File: config.mk
export PLATFORM = sky130hd
export DESIGN_NAME = lhp_ctrl
export DESIGN_NICKNAME = d
export VERILOG_FILES = /design/src/rtl/core/lhp_pkg.sv /design/src/rtl/core/lhp_ctrl.sv
export SDC_FILE = /design/constraint.sdc
export NUM_CORES = 1
export LEC_CHECK = 0
export CELL_PAD_IN_SITES_DETAIL_PLACEMENT = 1
export CELL_PAD_IN_SITES_GLOBAL_PLACEMENT = 2
export CORE_UTILIZATION = 26
export CTS_CLUSTER_DIAMETER = 40
export DETAILED_ROUTE_END_ITERATION = 8
export DONT_BUFFER_PORTS = 1
export HOLD_SLACK_MARGIN = 0.1
export PLACE_DENSITY_LB_ADDON = 0.1
export SKIP_LAST_GASP = 1
export SYNTH_ARGS = -nofsm -noshare
export SYNTH_HDL_FRONTEND = slang
export SYNTH_SLANG_ARGS = --single-unit
File: constraint.sdc
create_clock -name clock -period 1.5 [get_ports clock]
set_input_delay 0.075 -clock clock [delete_from_list [all_inputs] [get_ports clock]]
set_output_delay 0.075 -clock clock [all_outputs]
set_load 0.01 [all_outputs]
File: src/rtl/core/lhp_pkg.sv
`default_nettype none

package lhp_pkg;

   // register indexes on the csr port
   localparam logic CSR_FULL_SCALE  = 1'b0;
   localparam logic CSR_ACTIVE_BINS = 1'b1;

   localparam int unsigned SCALE_W    = 32;
   localparam int unsigned NBINS_W    = 11;
   localparam int unsigned SAMPLE_W   = 32;
   localparam int unsigned TOTAL_W    = 48;
   localparam int unsigned Q4_W       = 36;
   localparam int unsigned JIT_W      = 16;
   localparam int unsigned ODD_W      = 12;   // 2*i+1 for i < 2048

   localparam logic [SCALE_W-1:0] SCALE_RESET = 32'd1000000;
   localparam logic [NBINS_W-1:0] NBINS_RESET = 11'd1024;

   // shared divider
   localparam int unsigned DIV_NUM_W  = 47;
   localparam int unsigned DIV_DEN_W  = 32;
   localparam int unsigned DIV_STEP_W = 6;
   localparam logic [DIV_STEP_W-1:0] STEPS_INDEX = 6'd11;
   localparam logic [DIV_STEP_W-1:0] STEPS_FULL  = 6'd47;

   // rank thresholds, percent
   localparam int unsigned PCT_50  = 50;
   localparam int unsigned PCT_95  = 95;
   localparam int unsigned PCT_99  = 99;
   localparam int unsigned PCT_ALL = 100;

   typedef enum logic [1:0] {
      SEL_P50,
      SEL_P95,
      SEL_P99,
      SEL_JIT
   } lhp_sel_type;

   typedef enum logic [3:0] {
      ST_CLEAR,
      ST_IDLE,
      ST_MUL,
      ST_IDX,
      ST_IDX_WAIT,
      ST_READ,
      ST_WRITE,
      ST_SUM,
      ST_SUM_DRAIN,
      ST_TARGET,
      ST_WALK,
      ST_WALK_DRAIN,
      ST_CMUL,
      ST_CDIV,
      ST_CWAIT,
      ST_OUT
   } lhp_state_type;

   typedef struct packed {
      logic clr_wr;
      logic cnt_rst;
      logic cnt_inc;
      logic take;
      logic mul;
      logic idx_start;
      logic idx_from_div;
      logic rd_idx;
      logic wr_idx;
      logic walk_rd;
      logic walk;
      logic acc_clear;
      logic tgt_load;
      logic sel_rst;
      logic cmul;
      logic cdiv_start;
      logic cstore;
      logic out_load;
      logic out_zero;
   } lhp_cmd_type;

   typedef struct packed {
      logic over;
      logic clr_last;
      logic walk_last;
      logic div_done;
      logic pipe_busy;
      logic total_zero;
      logic sel_last;
      logic out_free;
   } lhp_status_type;

endpackage

`default_nettype wire

File: src/rtl/core/lhp_ctrl.sv
`default_nettype none

module lhp_ctrl (
   input  wire logic                      clock,
   input  wire logic                      reset,
   input  wire logic                      req_valid,
   input  wire logic                      req_mode,
   output logic                           req_stall,
   input  wire lhp_pkg::lhp_status_type   status,
   output lhp_pkg::lhp_cmd_type           cmd
);

   lhp_pkg::lhp_state_type state_ff, state_in;
   logic                   zero_ff, zero_in;
   logic                   accept;

   assign req_stall = (state_ff != lhp_pkg::ST_IDLE);
   assign accept    = req_valid & ~req_stall;

   always_ff @(posedge clock) begin
      if (reset) begin
         state_ff <= lhp_pkg::ST_CLEAR;
         zero_ff  <= 1'b0;
      end else begin
         state_ff <= state_in;
         zero_ff  <= zero_in;
      end
   end

   // next state
   always_comb begin
      state_in = state_ff;
      zero_in  = zero_ff;
      unique case (state_ff)
         lhp_pkg::ST_CLEAR:
            if (status.clr_last) state_in = lhp_pkg::ST_IDLE;
         lhp_pkg::ST_IDLE:
            if (accept) begin
               if (!req_mode) begin
                  state_in = lhp_pkg::ST_MUL;
               end else if (status.total_zero) begin
                  state_in = lhp_pkg::ST_OUT;
                  zero_in  = 1'b1;
               end else begin
                  state_in = lhp_pkg::ST_SUM;
                  zero_in  = 1'b0;
               end
            end
         lhp_pkg::ST_MUL:      state_in = lhp_pkg::ST_IDX;
         lhp_pkg::ST_IDX:
            state_in = status.over ? lhp_pkg::ST_READ : lhp_pkg::ST_IDX_WAIT;
         lhp_pkg::ST_IDX_WAIT:
            if (status.div_done) state_in = lhp_pkg::ST_READ;
         lhp_pkg::ST_READ:     state_in = lhp_pkg::ST_WRITE;
         lhp_pkg::ST_WRITE:    state_in = lhp_pkg::ST_IDLE;
         lhp_pkg::ST_SUM:
            if (status.walk_last) state_in = lhp_pkg::ST_SUM_DRAIN;
         lhp_pkg::ST_SUM_DRAIN:
            if (!status.pipe_busy) state_in = lhp_pkg::ST_TARGET;
         lhp_pkg::ST_TARGET:   state_in = lhp_pkg::ST_WALK;
         lhp_pkg::ST_WALK:
            if (status.walk_last) state_in = lhp_pkg::ST_WALK_DRAIN;
         lhp_pkg::ST_WALK_DRAIN:
            if (!status.pipe_busy) state_in = lhp_pkg::ST_CMUL;
         lhp_pkg::ST_CMUL:     state_in = lhp_pkg::ST_CDIV;
         lhp_pkg::ST_CDIV:     state_in = lhp_pkg::ST_CWAIT;
         lhp_pkg::ST_CWAIT:
            if (status.div_done)
               state_in = status.sel_last ? lhp_pkg::ST_OUT : lhp_pkg::ST_CMUL;
         lhp_pkg::ST_OUT:
            if (status.out_free) state_in = lhp_pkg::ST_IDLE;
         default:              state_in = lhp_pkg::ST_IDLE;
      endcase
   end

   // commands
   always_comb begin
      cmd = '0;
      unique case (state_ff)
         lhp_pkg::ST_CLEAR: begin
            cmd.clr_wr  = 1'b1;
            cmd.cnt_inc = 1'b1;
         end
         lhp_pkg::ST_IDLE: begin
            cmd.cnt_rst   = 1'b1;
            cmd.acc_clear = 1'b1;
            cmd.take      = accept;
         end
         lhp_pkg::ST_MUL:      cmd.mul = 1'b1;
         lhp_pkg::ST_IDX:      cmd.idx_start = 1'b1;
         lhp_pkg::ST_IDX_WAIT: cmd.idx_from_div = status.div_done;
         lhp_pkg::ST_READ:     cmd.rd_idx = 1'b1;
         lhp_pkg::ST_WRITE:    cmd.wr_idx = 1'b1;
         lhp_pkg::ST_SUM: begin
            cmd.walk_rd = 1'b1;
            cmd.cnt_inc = 1'b1;
         end
         lhp_pkg::ST_SUM_DRAIN: ;
         lhp_pkg::ST_TARGET: begin
            cmd.tgt_load = 1'b1;
            cmd.cnt_rst  = 1'b1;
            cmd.sel_rst  = 1'b1;
         end
         lhp_pkg::ST_WALK: begin
            cmd.walk_rd = 1'b1;
            cmd.cnt_inc = 1'b1;
            cmd.walk    = 1'b1;
         end
         lhp_pkg::ST_WALK_DRAIN: cmd.walk = 1'b1;
         lhp_pkg::ST_CMUL:     cmd.cmul = 1'b1;
         lhp_pkg::ST_CDIV:     cmd.cdiv_start = 1'b1;
         lhp_pkg::ST_CWAIT:    cmd.cstore = status.div_done;
         lhp_pkg::ST_OUT: begin
            cmd.out_load = status.out_free & ~zero_ff;
            cmd.out_zero = status.out_free & zero_ff;
         end
         default: ;
      endcase
   end

endmodule

`default_nettype wire

==> flow_results.org <==
** Setup path
- Walking the worst path, the cells encountered are or3_4, a211oi_4, buf_6, buf_4, o31ai_2, a21oi_1.
- Worst setup path class :: flop to flop
- Arrival time of data at the critical path endpoint :: 1.78 ns
- Largest delay contributor family on the critical path :: compound AO/OA/AOI/OAI gates
- Peak fanout along the critical path :: 6
- Critical path buffer and inverter count :: 2
- The worst setup path is launched from a flop.
- For flop-to-flop paths, the worst setup slack is -0.11 ns.
- Logic depth of the worst path, buffers included :: 6
- Number of cells traversed by the worst register-to-register path :: 6
- Worst path max stage delay :: 0.40 ns
- STA classifies the critical path endpoint as a flop.
- On the critical path, the stage with the largest delay is an instance of sky130_fd_sc_hd__or3_4.
- Worst EP required :: 1.67 ns

** Drt
- Total detailed-routing wirelength :: 2520 um
- Number of nets still failing antenna checks after routing :: 0
- Routed wirelength normalized by instance count :: 16.8 um
- The first detailed-routing pass took 4 iterations.
- For this run, design rule violations remaining after detail routing come to 0.
- After detailed routing, the number of vias per cell comes to 5.30.
- Vias after detailed routing :: 795
- Drt initial violations :: 12

** Floorplanning
- Floorplan die area :: 2590 sq um
- 32 I/O pins were placed.
- The floorplan step set the die height to 50.9 um.
- Initial standard-cell utilization of the core :: 0.278
- Die Width :: 50.9 um
- In this run the core area contains 17 standard-cell rows.
- The core region is 2230 sq um.

** Yosys
- The netlist uses 32 different library cells.
- Summing every instance area after synthesis gives 622 sq um.
- For this run, the register share of the synthesized area comes to 0.161.
- Mux cell area share after synthesis :: 0.0161
- Of the total synthesized cell area, the portion taken by XOR and XNOR cells is 0.
- Simple-gate share of the synthesized area :: 0.525
- Of all flip-flops after synthesis, the portion carrying an async set or reset was 0.
- Most used flip-flop cell after synthesis :: sky130_fd_sc_hd__dfxtp_1
- Yosys printed 0 warnings.
- The post-synthesis compound-gate area fraction is 0.191.
- Post-Syn Nets :: 106
- By area, the combinational part of the netlist is dominated by simple AND/OR/NAND/NOR gates.
- In this run, synthesis produced a sequential element count of 5.
- Averaged over all synthesized cells, the footprint is 6.62 sq um.
- Adder-cell share of the synthesized area :: 0
- Number of enable-type register cells in the synthesized netlist :: 0
- Number of standard cells after synthesis :: 94

** Cells and area
- Nets :: 135
- Layout Cell Area excl Fill :: 1030 sq um
- Synthesis-to-finish area growth :: 65.8%
- Of the cells placed in the final design, the portion with a size suffix greater than 1 is 0.475.
- Leaving out fill and tap cells, the most frequent cell in the layout is sky130_fd_sc_hd__buf_4.
- Cell Count, Final, Fillers Out :: 150
- The number of antenna diodes in the final layout is 0.
- Post-layout util :: 0.462
- Commonest cells after routing, fill and taps aside :: sky130_fd_sc_hd__buf_4 (22), sky130_fd_sc_hd__nor2_1 (10), sky130_fd_sc_hd__nand2_1 (8)

** Pwr
- Of the total power, the share spent switching nets is 0.461.
- Power density cells :: 1970 nW/um^2
- Switching pwr :: 0.938 mW
- The design draws 2.03 mW.
- Of the total power, registers draw 0.136.
- Internal Dissipation :: 1.10 mW
- The share of total power dissipated in the clock network is 0.081.
- Max IR drop VDD :: 1.00 mV
- Combinational cell fraction of total power :: 0.783
- Leakage component of the power :: 0.399 nW

** Global route
- Global Route Usage Sum :: 0.195
- Via count of the first global-routing pass :: 804
- Entering global routing, the biggest net connects 11 pins.
- After global routing the overflow that remains totals 0.
- The initial antenna violation count was 0.
- Wire length of the first global-routing pass :: 3760 um

** Timing
- For the final database, setup skew stands at 0.00903 ns.
- Slew at the pin closest to its max-slew limit :: 0.361 ns
- The final hold violation count is 0.
- The final number of max-transition violations came to 0.
- Of the available clock period, the critical path in the final layout requires 1.07.
- Highest achievable clock rate :: 622 MHz
- The smallest clock period supported by the final layout is computed as 1.61 ns.
- Setup repair after global routing missed its margin :: yes
- Final setup violation count :: 5
- The worst pin sits at a relative slew slack of 0.757.
- Post-route worst setup slack :: -0.108 ns
- After routing, the total negative slack on setup checks comes to -0.311 ns.

** Clock tree
- Worst-path clk slew :: 0.05 ns
- Clock tree synthesis inserted a total of 3 buffers.
- The clock reaches the later pin of the worst-skew pair after 0.25 ns.
- Clock tree from TritonCTS :: built
- Max Root-Sink Buffers :: 2
- Cell at the root of the clock tree :: sky130_fd_sc_hd__clkbuf_4
- Sinks on the clock net :: 5
- CTS built an H-tree with a depth of 1.

** Place
- Number of buffer cells added on primary ports :: 0
- Detailed placer's ending HPWL :: 1690 um
- In this run the cell area measured after placement is 791 sq um.
- Routability-driven placement finished with a final weighted congestion of 0.797.
- The number of placed instances, taps included, is 137.

** Hold path
- The worst hold path was traced through 4 stages.
- Min-Delay Path Class :: input port to flop

** Flow run
- Max-cap violations in this run came to 0.

** Status
- Failing checks :: setup timing
- Outcome :: finished with violations
## cells in the mapped netlist (2+ instances only)
library cell               instances  area (sq um)
sky130_fd_sc_hd__nand3b_1          4          30.0
sky130_fd_sc_hd__buf_4             2          15.0
sky130_fd_sc_hd__nand2_1           9          33.8
sky130_fd_sc_hd__and3_1            2          12.5
sky130_fd_sc_hd__a21oi_1           6          30.0
sky130_fd_sc_hd__buf_2             5          25.0
sky130_fd_sc_hd__inv_1             4          15.0
sky130_fd_sc_hd__nand2b_1          6          37.5
sky130_fd_sc_hd__nor4_1            2          12.5
sky130_fd_sc_hd__dfxtp_1           5           100
sky130_fd_sc_hd__nor3_1            5          25.0
sky130_fd_sc_hd__nand4b_1          2          17.5
sky130_fd_sc_hd__nand3_1           4          20.0
sky130_fd_sc_hd__o21ai_0           4          20.0
sky130_fd_sc_hd__o31ai_1           2          15.0
sky130_fd_sc_hd__nor2_1           13          48.8
sky130_fd_sc_hd__nor2b_1           4          25.0
## final cells by class
class / count / area (sq um)
fill: 282 / 1200
multi-input combinational: 77 / 563
timing repair buffer: 32 / 279
sequential: 5 / 113
tap: 28 / 35.0
clock buffer: 4 / 26.3
inverter: 4 / 15.0
## power groups by stage
stage	clock [mW]	combinational [mW]	sequential, mW
6_report	0.164	1.59	0.277
5_1_grt	0.182	1.71	0.288
4_1_cts	0.160	1.39	0.273
3_5_place_dp	0	1.18	0.263
3_3_place_gp	0	1.18	0.262
2_1_floorplan	0	0.742	0.217
## cells by family after synthesis
group,after synthesis
buf+inv,12
compound gates,17
simple gates,59
mux,1
flops,5
## worst paths after layout
path | from | to
worst min register to register | zero_ff$_SDFFE_PP0P_ | zero_ff$_SDFFE_PP0P_
worst max register to register | state_ff[2]$_SDFFE_PP0P_ | state_ff[2]$_SDFFE_PP0P_
worst max-delay path | state_ff[2]$_SDFFE_PP0P_ | state_ff[2]$_SDFFE_PP0P_
worst min-delay path | status[3] | state_ff[1]$_SDFFE_PP0P_
## registers in the layout (all words and copies together), names as in the netlist
register,flops
state_ff,4
zero_ff,1
## worst reg2reg max path, delay by kind of cell, from the launching register on
family / cells / cell delay [ns]
compound gates: 3 / 0.52
simple gates: 1 / 0.40
buf+inv: 2 / 0.25
flops: 1 / 0.36
## metrics by stage
stage | setup WS (ns) | hold WS [ns]
global route | -0.182 | 0.253
global placement | -0.0509 | 0.146
detailed placement | -0.100 | 0.147
CTS | -0.0479 | 0.256
floorplan | 0.0412 | 0.143
finish | -0.108 | 0.253
## per-layer routing
| layer | GRT usage | vias up | share of wire |
|---|---|---|---|
| li1 | - | 384 | - |
| met1 | 0.242 | 387 | 0.43 |
| met2 | 0.325 | 20 | 0.53 |
| met3 | 0.0536 | 4 | 0.029 |
| met4 | 0.0556 | 0 | 0.013 |
| met5 | 0 | - | 0 |
## what timing repair did
item,in CTS,in global routing
pin swaps,8,7
cloned,0,0
buffers inserted,3,2
hold buffers,4,0
resized for setup,22,15
endpoints found under the hold margin,5,0
setup endpoints to repair,12,10
No activity file was read; power rests on OpenSTA's default activity.
